## config.mk

```make
export PLATFORM = sky130hd
export DESIGN_NAME = gpdc_lane
export DESIGN_NICKNAME = d
export VERILOG_FILES = /design/src/rtl/gpdc_pkg.sv /design/src/rtl/gpdc_lane.sv
export SDC_FILE = /design/constraint.sdc
export NUM_CORES = 2
export LEC_CHECK = 0
export ABC_AREA = 1
export BUFFER_PORTS_ARGS = -buffer_cell sky130_fd_sc_hd__buf_2
export CORE_MARGIN = 3
export CORE_UTILIZATION = 55
export DETAILED_ROUTE_END_ITERATION = 6
export HOLD_SLACK_MARGIN = 0.12
export PLACE_DENSITY = 0.72
export SYNTH_ARGS = -nofsm -noshare
export SYNTH_HDL_FRONTEND = slang
export SYNTH_SLANG_ARGS = --single-unit
```

## constraint.sdc

```tcl
create_clock -name clk -period 17.53 [get_ports clk]
set_input_delay 2.6295 -clock clk [delete_from_list [all_inputs] [get_ports clk]]
set_output_delay 2.6295 -clock clk [all_outputs]
set_load 0.005 [all_outputs]
```

## src/rtl/gpdc_pkg.sv

```systemverilog
package gpdc_pkg;

    // field widths
    localparam int POS_W   = 32;
    localparam int GAIN_W  = 16;
    localparam int CUR_W   = 15;
    localparam int TICK_W  = 16;
    localparam int DRV_W   = 16;

    // configuration port
    localparam int ADDR_W  = 5;
    localparam int DATA_W  = 32;
    localparam int IDX_W   = 3;

    // pd datapath widths
    localparam int ERR_W      = 35;
    localparam int PROD_P_W   = 52;
    localparam int PROD_D_W   = 49;
    localparam int P_SHIFT    = 8;
    localparam int DIFF_W     = PROD_P_W + P_SHIFT;
    localparam int FRAC_SHIFT = 24;

    // what a request does, carried down the pipeline
    typedef logic [1:0] mode_t;
    localparam mode_t MODE_HOME  = 2'd0;
    localparam mode_t MODE_CAPT  = 2'd1;
    localparam mode_t MODE_CLOSE = 2'd2;
    localparam mode_t MODE_PD    = 2'd3;

    // register map
    localparam logic [IDX_W-1:0] REG_GRIP_CUR       = 3'd0;
    localparam logic [IDX_W-1:0] REG_RELEASE_POS    = 3'd1;
    localparam logic [IDX_W-1:0] REG_PROP_GAIN      = 3'd2;
    localparam logic [IDX_W-1:0] REG_DERIV_GAIN     = 3'd3;
    localparam logic [IDX_W-1:0] REG_SEEK_CUR       = 3'd4;
    localparam logic [IDX_W-1:0] REG_HOMING_TICKS   = 3'd5;
    localparam logic [IDX_W-1:0] REG_INVERT_LEFT    = 3'd6;
    localparam logic [IDX_W-1:0] REG_INVERT_RIGHT   = 3'd7;

    // reset values
    localparam logic [CUR_W-1:0]  RST_GRIP_CUR       = 15'd5000;
    localparam logic [POS_W-1:0]  RST_RELEASE_POS    = 32'd3277;
    localparam logic [GAIN_W-1:0] RST_PROP_GAIN      = 16'd6000;
    localparam logic [GAIN_W-1:0] RST_DERIV_GAIN     = 16'd768;
    localparam logic [CUR_W-1:0]  RST_SEEK_CUR       = 15'd500;
    localparam logic [TICK_W-1:0] RST_HOMING_TICKS   = 16'd300;
    localparam logic              RST_INVERT_LEFT    = 1'b0;
    localparam logic              RST_INVERT_RIGHT   = 1'b1;

    // per-stage load enables of the lane pipeline
    typedef struct packed {
        logic s1;
        logic s2;
        logic s3;
        logic s4;
    } stage_en_t;

endpackage

```

## src/rtl/gpdc_lane.sv

```systemverilog
module gpdc_lane (
    input  logic                                clk,
    input  gpdc_pkg::stage_en_t                 en,
    input  logic signed [gpdc_pkg::POS_W-1:0]   raw_pos,
    input  logic signed [gpdc_pkg::POS_W-1:0]   vel,
    input  logic signed [gpdc_pkg::POS_W-1:0]   zero_pos,
    input  logic signed [gpdc_pkg::POS_W-1:0]   release_pos,
    input  logic                                invert,
    input  logic        [gpdc_pkg::GAIN_W-1:0]  prop_gain,
    input  logic        [gpdc_pkg::GAIN_W-1:0]  deriv_gain,
    output logic signed [gpdc_pkg::DIFF_W-1:0]  diff
);
    import gpdc_pkg::*;

    logic signed [POS_W-1:0]    raw_reg;
    logic signed [POS_W-1:0]    vel_reg;
    logic signed [POS_W-1:0]    zero_reg;
    logic signed [ERR_W-1:0]    err_reg;
    logic signed [PROD_D_W-1:0] dterm_reg;
    logic signed [PROD_P_W-1:0] pterm_reg;
    logic signed [PROD_D_W-1:0] dterm3_reg;
    logic signed [DIFF_W-1:0]   diff_reg;

    logic signed [ERR_W-1:0]    tgt_ext;
    logic signed [ERR_W-1:0]    tgt_dir;
    logic signed [ERR_W-1:0]    raw_ext;
    logic signed [ERR_W-1:0]    zero_ext;
    logic signed [ERR_W-1:0]    err_next;
    logic signed [PROD_D_W-1:0] dterm_next;
    logic signed [PROD_P_W-1:0] pterm_next;
    logic signed [DIFF_W-1:0]   diff_next;

    // stage 2: position error and derivative product
    assign tgt_ext    = {{(ERR_W-POS_W){release_pos[POS_W-1]}}, release_pos};
    assign tgt_dir    = invert ? -tgt_ext : tgt_ext;
    assign raw_ext    = {{(ERR_W-POS_W){raw_reg[POS_W-1]}}, raw_reg};
    assign zero_ext   = {{(ERR_W-POS_W){zero_reg[POS_W-1]}}, zero_reg};
    assign err_next   = tgt_dir - (raw_ext - zero_ext);
    assign dterm_next = $signed({1'b0, deriv_gain}) * vel_reg;

    // stage 3: proportional product
    assign pterm_next = $signed({1'b0, prop_gain}) * err_reg;

    // stage 4: p in q.24 minus d
    assign diff_next  = $signed({pterm_reg, {P_SHIFT{1'b0}}})
                      - $signed({{(DIFF_W-PROD_D_W){dterm3_reg[PROD_D_W-1]}}, dterm3_reg});

    always_ff @(posedge clk)
    begin
        if (en.s1)
        begin
            raw_reg  <= raw_pos;
            vel_reg  <= vel;
            zero_reg <= zero_pos;
        end
        if (en.s2)
        begin
            err_reg   <= err_next;
            dterm_reg <= dterm_next;
        end
        if (en.s3)
        begin
            pterm_reg  <= pterm_next;
            dterm3_reg <= dterm_reg;
        end
        if (en.s4)
        begin
            diff_reg <= diff_next;
        end
    end

    assign diff = diff_reg;

endmodule

```

; Word level (Yosys, flattened, before mapping)
; Cells that the tools add are included.
[classes]
add_sub_neg = 4
n_mul = 2
mux = 1
[op_table]
columns = operator, count
row1 = 60-bit by 49-bit subtractor with 60-bit output, 1
row2 = 17-bit by 35-bit multiplier with 52-bit output, 1
row3 = 17-bit by 32-bit multiplier with 49-bit output, 1
row4 = 35-bit 2-to-1 mux, 1
row5 = 32-bit negation with 35-bit output, 1
row6 = 35-bit by 33-bit subtractor with 35-bit output, 1
row7 = 32-bit by 32-bit subtractor with 33-bit output, 1
[word_totals]
regBits = 341
input_bits = 166
output_inout_bits = 60

; Longest topological paths before layout
[logic_depth]
word_depth = 3
depth_mapped = 29

; Worst setup path after synthesis
; OpenSTA, ideal clock, no wires.
[synth_path]
path_kind = input to register
start = in prop_gain[7] (netlist name)
end = reg pterm_reg[45], data pin
setup_ns = 0.253
t_arrival_ns = 7.670
required_ns = 17.277
slack_ns = 9.607
stages = 22
n_path_buf = 2
cell_sequence = clkbuf_1 clkbuf_1 nand2_1 fa_1 inv_1 fa_1 inv_1 fa_1 fa_1 fa_1 fa_1 inv_1 ha_1 nand2_1 inv_1 nand2_1 nor3_1 nand2_1 nor2_1 nand2_1 nand4_1 nand2_1
[synth_between]
elab_chain_cells = 1
[synth_lines]
columns = item, line
row1 = from (decl), gpdc_lane.sv:9  ; input logic [gpdc_pkg::GAIN_W-1:0] prop_gain,
row2 = 17-bit by 35-bit multiplier with 52-bit output, gpdc_lane.sv:42  ; assign pterm_next = $signed({1'b0, prop_gain}) * err_reg;
row3 = named net pterm_next[45], gpdc_lane.sv:30  ; logic signed [PROD_P_W-1:0] pterm_next;
row4 = to (signal assigned), gpdc_lane.sv:63  ; pterm_reg <= pterm_next;
row5 = to (decl), gpdc_lane.sv:20  ; logic signed [PROD_P_W-1:0] pterm_reg;
; The timed path passes the listed nets, and every way through them passes these cells.
; A chain may end at the register's enable or synchronous reset.

; Worst setup path after layout
[layout_path]
start = in prop_gain[2] (netlist name)
end = reg pterm_reg[45], data pin
; The elaborated chain is that of the path after synthesis.

==> key figures <==
Run status
  – Status: complete, no violations

Cells and area
  – Fill cells: 9909
  – Max FFs per register: 60
  – Nets@finish: 9324
  – Design area: 0.06347 sq mm
  – Most frequent cells in the layout: inv_1, nand2_1, fa_1
  – Post-route insts no fill: 9208
  – Fraction of layout instances using a drive strength above 1: 0.05164
  – Commonest non-fill, non-tap cell in the layout: inv_1
  – Area growth syn-to-layout: 5.424%

Yosys
  – Async SR Flop Fraction: 0
  – Yosys top cell area share: 0.3505
  – Seq cells post-synth: 341
  – Syn. warnings: 0
  – Number of enable flip-flop cells after synthesis: 341
  – Synthesized instance count: 7750
  – Synth cell types: 41
  – Synth area leaders: fa_1, edfxtp_1, inv_1, nand2_1, ha_1
  – Area leader, netlist: fa_1
  – Primary FF master, synth: edfxtp_1
  – Seq/Total Area, Yosys: 0.1701
  – Synthesized Nets: 9299
  – Cell area after synthesis: 0.06020 sq mm
  – Mean Syn Cell Area: 7.768 sq um

Global routing
  – Largest net degree at the start of global routing: 75
  – First-pass GRT wire length: 275.9 mm
  – Initial antenna violation count: 2
  – GRT Overall Usage: 0.3144
  – Grt ovf: 0
  – Vias in the first global route: 50740

STA
  – Skew final: 0.03300 ns
  – Max Slew Vio Count: 0
  – Worst slew margin: 0.3202
  – Fin. Hold Viols: 0
  – RSZ-0062 raised after global routing: false
  – Worst setup margin: 9.243 ns
  – Highest clock rate: 120.7 MHz
  – Crit path time final: 8.287 ns
  – Least-Margin Pin Slew: 1.020 ns
  – Final Cycle Share: 0.4727
  – Final setup viols: 0
  – Setup TNS: 0 ns

Critical path
  – Nature of the critical path endpoint: flip-flop
  – Arrival time worst endpoint: 8.63 ns
  – CP Max Fanout: 35
  – Critical Path RT: 17.87 ns
  – Startpoint Class: input port
  – Worst Setup Path Type: input port to flip-flop

Die
  – I/O Pins: 226
  – Die area: 0.1135 sq mm
  – Std cell rows: 120
  – Initial core utilization: 0.5584
  – Die H: 336.8 um
  – Core ar.: 0.1078 sq mm
  – Die W: 336.8 um

Drt
  – DR vias/cell: 5.199
  – Vias: 47870
  – Final WL: 171.8 mm
  – DR WL/cell: 18.65 um
  – Final ANT Viol Nets: 0
  – Initial DRT Pass Iterations: 6
  – # DRC: 0
  – Iteration-0 DRC Markers: 3658

Placement
  – Routability cong.: 0.9856
  – Port-buffer cells: 225
  – Placed Area: 0.06222 sq mm
  – Post-Place Cells: 9137
  – Post-DP HPWL: 143.0 mm
  – Pre-CTS setup slack: 8.668 ns

CTS
  – Setup bufs post-CTS: 0
  – H-tree depth: 2
  – Clk buf depth: 3
  – Clock sinks: 341
  – Hold Buf Count CTS: 0
  – Worst skew pair latency: 0.62 ns
  – CTS Buf Count: 39
  – Clk slew on worst S/H paths: 0.06 ns
  – CTS tree: done
  – Root Driver: clkbuf_16
  – Post-CTS Resized: 0

Flow run
  – Maxcap violations: 0

Hold path
  – Hold Crit Class: flip-flop to flip-flop
## Yosys cell counts (all sizes together), types with 42 or more instances
cell and number:
a21oi 211, clkbuf 248, edfxtp 341, fa 1054
ha 329, inv 2287, nand2 2275, nand3 188
nand4 59, nor2 386, nor3 42, o21ai 127
xor2 114
## cell type report
type | count | area (sq um) | area share
Timing Repair Buffer | 234 | 1201 | 0.01893
Antenna cell | 1 | 2.502 | 0.00003943
Multi-Input combinational cell | 4872 | 40440 | 0.6371
Inverter | 2287 | 8584 | 0.1353
Sequential cell | 341 | 10240 | 0.1613
Clock inverter | 26 | 251.5 | 0.003962
Tap cell | 1403 | 1755 | 0.02766
Clock buffer | 44 | 994.7 | 0.01567
## metrics by stage
step	hold slack, ns	util
floorplan	0.4003	-
global placement	0.4016	0.5772
detailed placement	0.4054	0.5772
CTS	0.4051	0.5887
global route	0.4237	0.5887
finish	0.4139	0.5887
## worst paths after layout
check / from / to / slack (ns) / cells after the start
worst max register to register: err_reg[7]$_DFFE_PP_ / pterm_reg[35]$_DFFE_PP_ / 11.07 / 22
worst max-delay path: prop_gain[2] / pterm_reg[45]$_DFFE_PP_ / 9.24 / 21
worst min register to register: dterm_reg[17]$_DFFE_PP_ / dterm3_reg[17]$_DFFE_PP_ / 0.41 / 0
worst min-delay path: dterm_reg[17]$_DFFE_PP_ / dterm3_reg[17]$_DFFE_PP_ / 0.41 / 0
## layer usage
| metal | up-vias | share of wire | GRT usage |
|---|---|---|---|
| met5 | - | 0 | 0 |
| met4 | 0 | 0.035 | 0.1020 |
| met3 | 326 | 0.071 | 0.04012 |
| met2 | 1833 | 0.47 | 0.5251 |
| met1 | 23400 | 0.42 | 0.4284 |
| li1 | 22320 | - | - |
## cell families (layout without fill, tap and decap cells)
| family | Yosys count | count (layout) | synth area share |
|---|---|---|---|
| AND/OR/NAND/NOR | 2966 | 2966 | 0.1983 |
| buffers and inverters | 2537 | 2591 | 0.1582 |
| adder cells (fa/ha/maj) | 1383 | 1383 | 0.4189 |
| AO/OA/AOI/OAI | 378 | 378 | 0.03348 |
| flip-flops | 341 | 341 | 0.1701 |
| XOR/XNOR | 145 | 145 | 0.02109 |
| other | 0 | 1 | 0 |
## worst max-delay path, stage by stage
cell and delay (ns):
buf_2 0.67, nand2_1 0.21, inv_1 0.18, fa_1 0.53
fa_1 0.79, inv_1 0.15, fa_1 0.50, fa_1 0.57
fa_1 0.43, fa_1 0.49, inv_1 0.04, ha_1 0.39
nand2_1 0.15, inv_1 0.08, nand2_1 0.10, nor3_1 0.25
nand2_1 0.11, nor2_1 0.10, nand2_1 0.08, nand4_1 0.10
nand2_1 0.06
Power is left out: the tool's default activity adds up to more than one toggle a clock period on the data nets, which glitch-free logic cannot reach.
