===== src/rtl/gpdc_pkg.sv =====
package gpdc_pkg;

    // field widths
    localparam int POS_W   = 32;
    localparam int GAIN_W  = 16;
    localparam int CUR_W   = 15;
    localparam int TICK_W  = 16;
    localparam int DRV_W   = 16;

    // configuration port
    localparam int ADDR_W  = 5;
    localparam int DATA_W  = 32;
    localparam int IDX_W   = 3;

    // pd datapath widths
    localparam int ERR_W      = 35;
    localparam int PROD_P_W   = 52;
    localparam int PROD_D_W   = 49;
    localparam int P_SHIFT    = 8;
    localparam int DIFF_W     = PROD_P_W + P_SHIFT;
    localparam int FRAC_SHIFT = 24;

    // what a request does, carried down the pipeline
    typedef logic [1:0] mode_t;
    localparam mode_t MODE_HOME  = 2'd0;
    localparam mode_t MODE_CAPT  = 2'd1;
    localparam mode_t MODE_CLOSE = 2'd2;
    localparam mode_t MODE_PD    = 2'd3;

    // register map
    localparam logic [IDX_W-1:0] REG_GRIP_CUR       = 3'd0;
    localparam logic [IDX_W-1:0] REG_RELEASE_POS    = 3'd1;
    localparam logic [IDX_W-1:0] REG_PROP_GAIN      = 3'd2;
    localparam logic [IDX_W-1:0] REG_DERIV_GAIN     = 3'd3;
    localparam logic [IDX_W-1:0] REG_SEEK_CUR       = 3'd4;
    localparam logic [IDX_W-1:0] REG_HOMING_TICKS   = 3'd5;
    localparam logic [IDX_W-1:0] REG_INVERT_LEFT    = 3'd6;
    localparam logic [IDX_W-1:0] REG_INVERT_RIGHT   = 3'd7;

    // reset values
    localparam logic [CUR_W-1:0]  RST_GRIP_CUR       = 15'd5000;
    localparam logic [POS_W-1:0]  RST_RELEASE_POS    = 32'd3277;
    localparam logic [GAIN_W-1:0] RST_PROP_GAIN      = 16'd6000;
    localparam logic [GAIN_W-1:0] RST_DERIV_GAIN     = 16'd768;
    localparam logic [CUR_W-1:0]  RST_SEEK_CUR       = 15'd500;
    localparam logic [TICK_W-1:0] RST_HOMING_TICKS   = 16'd300;
    localparam logic              RST_INVERT_LEFT    = 1'b0;
    localparam logic              RST_INVERT_RIGHT   = 1'b1;

    // per-stage load enables of the lane pipeline
    typedef struct packed {
        logic s1;
        logic s2;
        logic s3;
        logic s4;
    } stage_en_t;

endpackage


===== src/rtl/gpdc_merge.sv =====
module gpdc_merge (
    input  logic                                clk,
    input  logic                                rst_n,
    input  logic                                load,
    input  logic                                in_valid,
    input  gpdc_pkg::mode_t                     mode,
    input  logic signed [gpdc_pkg::DIFF_W-1:0]  diff_left,
    input  logic signed [gpdc_pkg::DIFF_W-1:0]  diff_right,
    input  logic        [gpdc_pkg::CUR_W-1:0]   seek_cur,
    input  logic        [gpdc_pkg::CUR_W-1:0]   grip_cur,
    input  logic                                invert_left,
    input  logic                                invert_right,
    output logic                                out_valid,
    output logic signed [gpdc_pkg::DRV_W-1:0]   drive_left,
    output logic signed [gpdc_pkg::DRV_W-1:0]   drive_right,
    output logic                                homing_active
);
    import gpdc_pkg::*;

    logic                     valid_reg;
    logic signed [DRV_W-1:0]  left_reg;
    logic signed [DRV_W-1:0]  right_reg;
    logic                     homing_reg;
    logic signed [DRV_W-1:0]  left_next;
    logic signed [DRV_W-1:0]  right_next;
    logic                     homing_next;
    logic signed [DRV_W-1:0]  hc_ext;
    logic signed [DRV_W-1:0]  cc_ext;

    // round to nearest (ties upward) from q.24, then clamp to 16 bits
    function automatic logic signed [DRV_W-1:0] round_sat(input logic signed [DIFF_W-1:0] v);
        logic signed [DIFF_W:0]            biased;
        logic signed [DIFF_W-FRAC_SHIFT:0] whole;
        logic                              fits;
        biased = $signed({v[DIFF_W-1], v})
               + $signed({{(DIFF_W-FRAC_SHIFT+1){1'b0}}, 1'b1, {(FRAC_SHIFT-1){1'b0}}});
        whole  = biased[DIFF_W:FRAC_SHIFT];
        fits   = (&whole[DIFF_W-FRAC_SHIFT:DRV_W-1]) | ~(|whole[DIFF_W-FRAC_SHIFT:DRV_W-1]);
        if (fits)
            round_sat = whole[DRV_W-1:0];
        else if (whole[DIFF_W-FRAC_SHIFT])
            round_sat = {1'b1, {(DRV_W-1){1'b0}}};
        else
            round_sat = {1'b0, {(DRV_W-1){1'b1}}};
    endfunction

    assign hc_ext = $signed({1'b0, seek_cur});
    assign cc_ext = $signed({1'b0, grip_cur});

    always_comb
    begin
        case (mode)
            MODE_HOME:
            begin
                left_next  = invert_left  ? hc_ext : -hc_ext;
                right_next = invert_right ? hc_ext : -hc_ext;
            end
            MODE_CAPT:
            begin
                left_next  = '0;
                right_next = '0;
            end
            MODE_CLOSE:
            begin
                left_next  = invert_left  ? -cc_ext : cc_ext;
                right_next = invert_right ? -cc_ext : cc_ext;
            end
            MODE_PD:
            begin
                left_next  = round_sat(diff_left);
                right_next = round_sat(diff_right);
            end
            default:
            begin
                left_next  = '0;
                right_next = '0;
            end
        endcase
        homing_next = (mode == MODE_HOME);
    end

    always_ff @(posedge clk or negedge rst_n)
    begin
        if (!rst_n)
            valid_reg <= 1'b0;
        else if (load)
            valid_reg <= in_valid;
    end

    always_ff @(posedge clk)
    begin
        if (load)
        begin
            left_reg   <= left_next;
            right_reg  <= right_next;
            homing_reg <= homing_next;
        end
    end

    assign out_valid     = valid_reg;
    assign drive_left    = left_reg;
    assign drive_right   = right_reg;
    assign homing_active = homing_reg;

endmodule


===== config.mk =====
export PLATFORM = sky130hd
export DESIGN_NAME = gpdc_merge
export DESIGN_NICKNAME = d
export VERILOG_FILES = /design/src/rtl/gpdc_pkg.sv /design/src/rtl/gpdc_merge.sv
export SDC_FILE = /design/constraint.sdc
export NUM_CORES = 1
export LEC_CHECK = 0
export BUFFER_PORTS_ARGS = -buffer_cell sky130_fd_sc_hd__buf_2
export CAP_MARGIN = 20
export CORE_UTILIZATION = 51
export DETAILED_ROUTE_END_ITERATION = 7
export GPL_TIMING_DRIVEN = 0
export PLACE_DENSITY = 0.79
export SYNTH_ARGS = -nofsm -noshare
export SYNTH_HDL_FRONTEND = slang
export SYNTH_SLANG_ARGS = --single-unit

===== constraint.sdc =====
create_clock -name clk -period 1 [get_ports clk]
set_input_delay 0.05 -clock clk [delete_from_list [all_inputs] [get_ports clk]]
set_output_delay 0.05 -clock clk [all_outputs]
set_load 0.03 [all_outputs]

# Word level (Yosys, flattened, before mapping)
# Cells that the tools add are included.
dict set report op_classes {
  n_addsub 4
  eq_ne 3
  mux 10
  bitwise_logic 4
  n_reduce_logical 5
}
# operator n
set ops {}
lappend ops {{$mux 16} 8}
lappend ops {{$pmux 16 s4} 2}
lappend ops {{$add 60x25->61 const B} 2}
lappend ops {{$reduce_and 22->1} 2}
lappend ops {{$reduce_or 22->1} 2}
lappend ops {{$neg 15->16} 2}
lappend ops {{$eq 2x2->1 const B} 2}
lappend ops {{$eq 2x1->1 const B} 1}
lappend ops {{$logic_not 2->1} 1}
lappend ops {{$not 1->1} 2}
lappend ops {{$or 1x1->1} 2}
dict set report word_totals {
  register_bits 34
  input_bits 158
}

# Logic depth before layout (Yosys ltp)
# Gate-level depths: netlist of run 1.
dict set report logic_depth {
  depth_word 6
  ltp_mapped 12
  mapped_depth_nobuf 10
}

# Least setup slack after synthesis of run 1
# No wires, ideal clock.
dict set report synth_timing {
  path_kind {input -> register}
  from {input port diff_right[33] in the netlist's numbering}
  to {register right_reg[3] (netlist: drive_right[3]) (data pin)}
  t_arrival_ns 2.449
  slack_ns -1.723
  stages 10
  path_buffers 2
  cell_sequence {nand4_4 -> or4_1 -> buf_4 -> nor4_1 -> mux2_2 -> o41ai_1 -> nand2_1 -> o211ai_4 -> buf_6 -> o221ai_2}
}
dict set report synth_via {
  elab_chain_len 6
  elab_cells_between_ends 8
}
# item line_no
set synth_rtl {}
lappend synth_rtl {{start: declaration} gpdc_merge.sv:8} ;# input logic signed [gpdc_pkg::DIFF_W-1:0] diff_right,
lappend synth_rtl {{$add 60x25->61 (*)} gpdc_merge.sv:36} ;# + $signed({{(DIFF_W-FRAC_SHIFT+1){1'b0}}, 1'b1, {(FRAC_SHIFT-1){1'b0}}});
lappend synth_rtl {{$reduce_or 22->1} gpdc_merge.sv:38} ;# fits = (&whole[DIFF_W-FRAC_SHIFT:DRV_W-1]) | ~(|whole[DIFF_W-FRAC_SHIFT:DRV_W-1]);
lappend synth_rtl {{$not 1->1} gpdc_merge.sv:38}
lappend synth_rtl {{$or 1x1->1} gpdc_merge.sv:38}
lappend synth_rtl {{$mux 16 (*)} gpdc_merge.sv:39} ;# if (fits)
lappend synth_rtl {{$pmux 16 s4 (*)} gpdc_merge.sv:52} ;# case (mode)
lappend synth_rtl {{named net right_next[3]} gpdc_merge.sv:25} ;# logic signed [DRV_W-1:0] right_next;
lappend synth_rtl {{end signal: assignment} gpdc_merge.sv:95} ;# right_reg <= right_next;
lappend synth_rtl {{end: declaration} gpdc_merge.sv:22} ;# logic signed [DRV_W-1:0] right_reg;
# Mark *: on every way through the listed nets, which the timed path passes. The rest lies on a longest branch.
# A chain may end at the register's enable or synchronous reset.

# Final worst setup path of run 1
dict set report layout_timing {
  from {input port diff_left[27] in the netlist's numbering}
  to {register left_reg[5] (netlist: drive_left[5]) (data pin)}
}
dict set report layout_via {
  elab_chain_len 6
  elab_cells_between_ends 8
}
# item line_no
set layout_rtl {}
lappend layout_rtl {{start: declaration} gpdc_merge.sv:7} ;# input logic signed [gpdc_pkg::DIFF_W-1:0] diff_left,
lappend layout_rtl {{$add 60x25->61 (*)} gpdc_merge.sv:36}
lappend layout_rtl {{$reduce_or 22->1} gpdc_merge.sv:38}
lappend layout_rtl {{$not 1->1} gpdc_merge.sv:38}
lappend layout_rtl {{$or 1x1->1} gpdc_merge.sv:38}
lappend layout_rtl {{$mux 16 (*)} gpdc_merge.sv:39}
lappend layout_rtl {{$pmux 16 s4 (*)} gpdc_merge.sv:52}
lappend layout_rtl {{named net left_next[5]} gpdc_merge.sv:24} ;# logic signed [DRV_W-1:0] left_next;
lappend layout_rtl {{end signal: assignment} gpdc_merge.sv:94} ;# left_reg <= left_next;
lappend layout_rtl {{end: declaration} gpdc_merge.sv:21} ;# logic signed [DRV_W-1:0] left_reg;
# Marks and branches as above.

==> results.ini, run 1 <==
[outcome]
run_status=finished, violations left
violations=setup timing

[placement]
post-place-ws_ns=-2.18
hpwlAfterDp_um=14000
routabilityCongestion=0.943
dpl_cell_area_mm2=0.00619
place_inst=931
port_buffers=135

[route]
drt_first_iter_violations=631
drtPass1Iterations=5
antenna_left=0
wl_um=20300
drc=0
route.vias.total=6561
viasPerCell=6.61
avgRoutedWirePerCell_um=20.4

[power_and_ir_drop]
pwr-share-comb_pct=43.9
power_frac_seq_pct=31.9
p_switching_mw=2.17
p_clk_share_pct=24.2
p_per_area_mw_per_mm2=756
p_leak_nw=2.89
internal_power_mw=3.43
netSwitchingFraction_pct=38.8
total_power_mw=5.60
vdd_ir_drop_max_mv=0.608

[global_route]
grt_pass1_wl_um=29800
grt_usage_pct=36.5
grt_max_degree=35
grt_pass1_vias=5848
overflow=0
antenna_found_initial=0

[final_layout]
fin_cells=992
final_layout_size_suffix_gt1_share_pct=40.2
num-nets-final=1020
syn2layout_area_growth_pct=43.1
fin_area_mm2=0.00741
fill_cells=731
insertedDiodeCount=0

[flow_run]
maxCapViolCount=0

[timing]
fmax_mhz=408
setup_viol=32
slew_viol_final=0
hold_viol=0
setup_ws_ns=-1.45
min_period_ns=2.45
rsz0062_at_grt=true
worst_pin_slew_ns=0.870
clock_skew_ns=0
slew_headroom_pct=42.0
tns_ns=-43.22
fin_crit_sh_pct=245

[worst_setup_path]
end_kind=flip-flop
cp_max_fo=5
worst_setup_path_start_kind=input port
path_buf_inv=5
r2r-end=out_valid$_DFFE_PN0P_
critical_path_class=input port to flip-flop
crit_slowest_cell=a21o_4
slowest_delay_ns=0.30
cp-startpoint=diff_left[27]
ff2ff_setup_slack_ns=0.24
cp_cell_sequence=buf_8 > nand4_1 > buf_6 > buf_4 > nor4_4 > buf_4 > nor4b_1 > a211oi_1 > a211oi_2 > nand4_1 > a21o_4 > buf_6 > o211ai_1
worst_ep_arrival_time_ns=2.60
crit_cells=13
cp_top_family=simple AND/OR/NAND/NOR gates
worst-r2r-cell-count=1
worstReg2RegStart=out_valid$_DFFE_PN0P_
critical_path.endpoint=drive_left[5]$_DFFE_PP_
cp.required_ns=1.15

[clock_tree]
path_clk_slew_ns=0.08
clock-sinks=34
clkLatencyLatePin_ns=0.30
cts_buffer_depth=2
cts_buffers=5
cts_max_level=2
cts_root_buf=clkbuf_8
cts_tree=done

[floorplanning]
fp.dieH_um=103
dieArea_mm2=0.0106
boundaryPins=192
die_w_um=103
rows=36
coreArea_mm2=0.00982
start_util_pct=52.7

[logic_synthesis]
yosysTopAreaCell=edfxtp_1
yosys-top-cells-count=nand2_1 (61), nor2_1 (47), nand3_1 (39)
synth_most_common_cell=nand2_1
synth-async-reset-ratio_pct=2.94
yosys_warnings=0
synth_edf_count=33
synth_top_area_share_pct=19.1
synthCells=663
synthFlopType=edfxtp_1
synth_area_leaders=edfxtp_1 (19%), xnor2_1 (6.4%), xor2_1 (5.9%), nand2_1 (4.4%), nand4_1 (3.9%)
yosysUniqueCellTypes=79
synthesis.area_mm2=0.00518
synthAdderAreaFrac_pct=0.967
ys_seq_area_share_pct=19.6
synth_xor_area_share_pct=12.4
synth_nets=825
ys_ff_latch=34
synth_top_family_by_area=simple AND/OR/NAND/NOR gates
synth-compound-area-share_pct=21.8
syn_avg_cell_area_um2=7.81
synthMuxAreaShare_pct=3.80
synthSimpleGateAreaFrac_pct=36.3

[hold_path]
hold_path.class=input port to asynchronous set/reset pin

## state kept, by name, summed over array words and instances (netlist names)
signal and count:
drive_left 16, drive_right 16, homing_active 1, out_valid 1
## layout by cell type (no fill, tap or decap), drive strengths merged, types with 4 or more instances in the layout
master and count:
o22ai 9, or4 8, nor2b 8, and4 10
a211o 5, nand4 35, inv 18, xor2 35
buf 204, xnor2 38, o211ai 32, nor3b 4
nand2 61, nor4 20, and2 12, nor3 21
edfxtp 33, ha 4, nand2b 13, clkbuf 26
a211oi 4, mux2i 5, and3 17, nor2 47
o21ai 28, nand3b 4, o221ai 8, mux4 4
nand3 41, or3 14, a21oi 29, or2 4
mux2 5
## metal layers
metal / wire length (um) / track usage, % / vias to the layer above
met5: 0 / 0 / -
met4: 626 / 11.7 / 0
met3: 1890 / 5.90 / 62
met2: 9870 / 62.3 / 443
met1: 7880 / 47.0 / 3115
li1: - / - / 2941
## worst min-delay path by stage
stage	start	end	slack, ns	cells after the start
detailed placement	rst_n	out_valid$_DFFE_PN0P_	-0.17	1
floorplan	rst_n	out_valid$_DFFE_PN0P_	-0.25	0
CTS	rst_n	out_valid$_DFFE_PN0P_	0.06	2
global route	rst_n	out_valid$_DFFE_PN0P_	0.07	2
global placement	rst_n	out_valid$_DFFE_PN0P_	-0.17	1
finish	rst_n	out_valid$_DFFE_PN0P_	0.05	2
## cell type report
type,instances,area (um^2),area share [%]
clock buffer,5,68.8,0.929
inverter,18,67.6,0.912
tap,133,166,2.25
sequential,34,1020,13.7
multi-input combinational,572,4510,60.9
clock inverter,3,45.0,0.608
buffer,35,214,2.89
timing repair buffer,192,1320,17.8
## power by group through the flow
stage,clock network (mW),logic [mW],registers [mW]
after floorplan,0,0.969,2.11
after global placement,0,2.04,1.81
after detailed placement,0,2.09,1.81
after CTS,1.35,2.26,1.78
after global routing,1.41,2.61,1.80
final,1.36,2.46,1.78
## metrics by stage
step | hold slack, ns | util (%)
6_report | 0.0525 | 75.4
5_1_grt | 0.0686 | 75.4
4_1_cts | 0.0597 | 71.3
3_5_place_dp | -0.170 | 63.1
3_3_place_gp | -0.175 | 63.1
2_1_floorplan | -0.246 | -
## cell families after synthesis
logic type / after synthesis
AOI/OAI and AO/OA: 151
adders and majority gates: 4
xor gates and xnor gates: 73
and+or+nand+nor: 329
muxes: 14
buffers and inverters: 58
DFF: 34
## what timing repair did
item                                    CTS  global route
endpoints found under the hold margin     2             0
setup buffers                            34            19
hold buffers                              2             0
gates resized for setup                  98            63
pin swaps                                31            38
endpoints found under the setup margin   32            32
cloned                                    4             0
Power figures use the tool's default switching activity.
==> inputs of run 2 (changes only) <==
==> config.mk (replaced) <==
export PLATFORM = sky130hd
export DESIGN_NAME = gpdc_merge
export DESIGN_NICKNAME = d
export VERILOG_FILES = /design/src/rtl/gpdc_pkg.sv /design/src/rtl/gpdc_merge.sv
export SDC_FILE = /design/constraint.sdc
export NUM_CORES = 1
export LEC_CHECK = 0
export CAP_MARGIN = 20
export CORE_UTILIZATION = 60
export DETAILED_ROUTE_END_ITERATION = 7
export DONT_BUFFER_PORTS = 1
export GPL_TIMING_DRIVEN = 0
export PLACE_DENSITY = 0.73
export REMOVE_ABC_BUFFERS = 1
export SYNTH_ARGS = -nofsm -noshare
export SYNTH_HDL_FRONTEND = slang
export SYNTH_SLANG_ARGS = --single-unit
==> run 2 against run 1 <==
The flow finishes with violations (hold timing, setup timing). Non-clock buffer count shrank 177. Die area shrank 15%. Sequential share of layout area grew 2.7 points. Flip-flop and latch count is the same. Via count shrank 13%. Critical path depth shrank 3. Fmax grew 4.1%. Clock power shrank 26%. Count of clock-buffer cells in the layout grew 1. Clock skew is the same. Highest routed layer unchanged.
==> results.ini, run 2 (synthesized netlist as in run 1, its figures left out) <==
[final_layout]
regArea_mm2=0.00102  ; unchanged
num-nets-final=847  ; was 1020
fill_cells=626  ; was 731
multi_input_area_mm2=0.00443  ; was 0.00451 mm^2
syn2layout_area_growth_pct=19.6  ; was 43.1%
final_common_cell=nand2_1  ; was buf_2
final_layout_size_suffix_gt1_share_pct=23.8  ; was 40.2%
fin_area_mm2=0.00619  ; was 0.00741 mm^2
mostFrequentLayoutCells=nand2_1 (57), nor2_1 (45), xnor2_1 (38), buf_4 (37), nand3_1 (35)  ; was buf_2 (114), nand2_1 (56), buf_4 (54), nor2_1 (43), xnor2_1 (37)
insertedDiodeCount=0  ; unchanged

[hold_path]
hold_path.class=input port to flip-flop  ; was input port to asynchronous set/reset pin
worstHoldStart=load

[timing]
fin_crit_sh_pct=235  ; was 245%
slew_headroom_pct=62.3  ; was 42.0%
holdWs_ns=-0.130  ; was 0.0525 ns
rsz0062_at_grt=true  ; unchanged
hold_viol=34  ; was 0
slew_viol_final=0  ; unchanged
worst_pin_slew_ns=0.566  ; was 0.870 ns
clock_skew_ns=0  ; unchanged
fmax_mhz=425  ; was 408 MHz
setup_ws_ns=-1.35  ; was -1.45 ns
setup_viol=32  ; unchanged
min_period_ns=2.35  ; was 2.45 ns

[floorplanning]
rows=33  ; was 36
die_w_um=94.9  ; was 103 um
coreArea_mm2=0.00830  ; was 0.00982 mm^2
dieArea_mm2=0.00900  ; was 0.0106 mm^2
boundaryPins=192  ; unchanged
fp.dieH_um=94.9  ; was 103 um
start_util_pct=62.4  ; was 52.7%

[placement]
hpwlAfterDp_um=11600  ; was 14000 um
port_buffers=0  ; was 135
routabilityCongestion=0.898  ; was 0.943
dpl_cell_area_mm2=0.00511  ; was 0.00619 mm^2

[worst_setup_path]
cp.required_ns=1.03  ; was 1.15 ns
cp-startpoint=diff_right[26]  ; was diff_left[27]
cp_max_fo=8  ; was 5
slowest_delay_ns=0.58  ; was 0.30 ns
crit_slowest_cell=or4_4  ; was a21o_4
worst_setup_path_start_kind=input port  ; unchanged
cp_top_family=simple AND/OR/NAND/NOR gates  ; unchanged
cp_cell_sequence=nand3_4 > or4_4 > buf_8 > o21a_1 > nor4_2 > o2111ai_1 > or3_4 > o211ai_4 > clkbuf_16 > o221ai_2  ; was buf_8 > nand4_1 > buf_6 > buf_4 > nor4_4 > buf_4 > nor4b_1 > a211oi_1 > a211oi_2 > nand4_1 > a21o_4 > buf_6 > o211ai_1
critical_path_class=input port to flip-flop  ; unchanged
worst_ep_arrival_time_ns=2.39  ; was 2.60 ns
ff2ff_setup_slack_ns=0.10  ; was 0.24 ns
end_kind=flip-flop  ; unchanged
worstReg2RegStart=out_valid$_DFFE_PN0P_  ; unchanged
path_buf_inv=2  ; was 5

[route]
viasPerCell=7.25  ; was 6.61
antenna_left=0  ; unchanged
avgRoutedWirePerCell_um=22.1  ; was 20.4 um
drc=0  ; unchanged
drtPass1Iterations=5  ; unchanged
route.vias.total=5736  ; was 6561
wl_um=17500  ; was 20300 um
drt_first_iter_violations=372  ; was 631

[clock_tree]
cts_buffers=5  ; unchanged
clock-sinks=34  ; unchanged
path_clk_slew_ns=0.07  ; was 0.08 ns
cts_root_buf=clkbuf_8  ; unchanged
cts_max_level=2  ; unchanged
clkLatencyLatePin_ns=0.28  ; was 0.30 ns
cts_tree=done  ; unchanged
cts_buffer_depth=2  ; unchanged

[power_and_ir_drop]
p_per_area_mw_per_mm2=704  ; was 756 mW/mm^2
vdd_ir_drop_max_mv=0.408  ; was 0.608 mV
total_power_mw=4.36  ; was 5.60 mW
p_leak_nw=2.10  ; was 2.89 nW

[global_route]
grt_pass1_wl_um=26000  ; was 29800 um
overflow=0  ; unchanged
grt_max_degree=63  ; was 35
grt_pass1_vias=5437  ; was 5848
grt_usage_pct=36.8  ; was 36.5%
antenna_found_initial=0  ; unchanged

[outcome]
run_status=finished, violations left  ; unchanged
violations=hold timing, setup timing  ; was setup timing

[flow_run]
maxCapViolCount=0  ; unchanged

## run 2: cell count changes in the layout (fill, tap and decap cells not counted), moves of 4 or more
cell           delta
buf_8             -8
buf_6            -21
dlygate4sd3_1     +5
buf_2           -114
buf_4            -17
clkbuf_1         -15
o21ai_2           -4
## run 2: final cells by class
class,count,share of cell area (%)
sequential,34,16.4
tap,105,2.12
inverter,18,1.33
clock buffer,6,1.17
multi-input combinational,576,71.6
clock inverter,2,0.141
timing repair buffer,50,7.19
## run 2: final timing paths
path | to | cells past startpoint
max | drive_right[1]$_DFFE_PP_ | 10
min | drive_left[6]$_DFFE_PP_ | 0
max reg2reg | out_valid$_DFFE_PN0P_ | 1
min reg2reg | out_valid$_DFFE_PN0P_ | 1
max in group asynchronous | out_valid$_DFFE_PN0P_ | 2
min in group asynchronous | out_valid$_DFFE_PN0P_ | 2
## run 2: metal layers
layer	up-vias	global-route usage (%)	routed length [um]
met1	2722	44.2	6650
li1	2606	-	-
met2	347	62.5	8340
met5	-	0	0
met3	61	8.37	1790
met4	0	15.8	709
## run 2: where the power goes
group          internal (mW)  leakage, nW  switching [mW]
clock                  0.479       0.0426           0.521
combinational          0.625         1.73           0.632
sequential              1.76        0.332           0.346
## run 2: stage by stage
step / utilization, % / setup TNS (ns) / cells / setup WS [ns]
final: 74.6 / -38.16 / 791 / -1.35
after global routing: 74.6 / -40.01 / 791 / -1.42
after CTS: 71.7 / -36.55 / 775 / -1.34
after detailed placement: 61.6 / -73.11 / 729 / -2.64
after global placement: 61.5 / -80.69 / 728 / -2.71
after floorplan: - / -59.68 / 623 / -2.04
## run 2: what timing repair did
item	in CTS	in global routing
pin swaps	48	14
buffers inserted	27	14
resized for setup	84	30
hold buffers	6	1
endpoints found under the hold margin	38	35
endpoints found under the setup margin	32	32
gates cloned	5	1
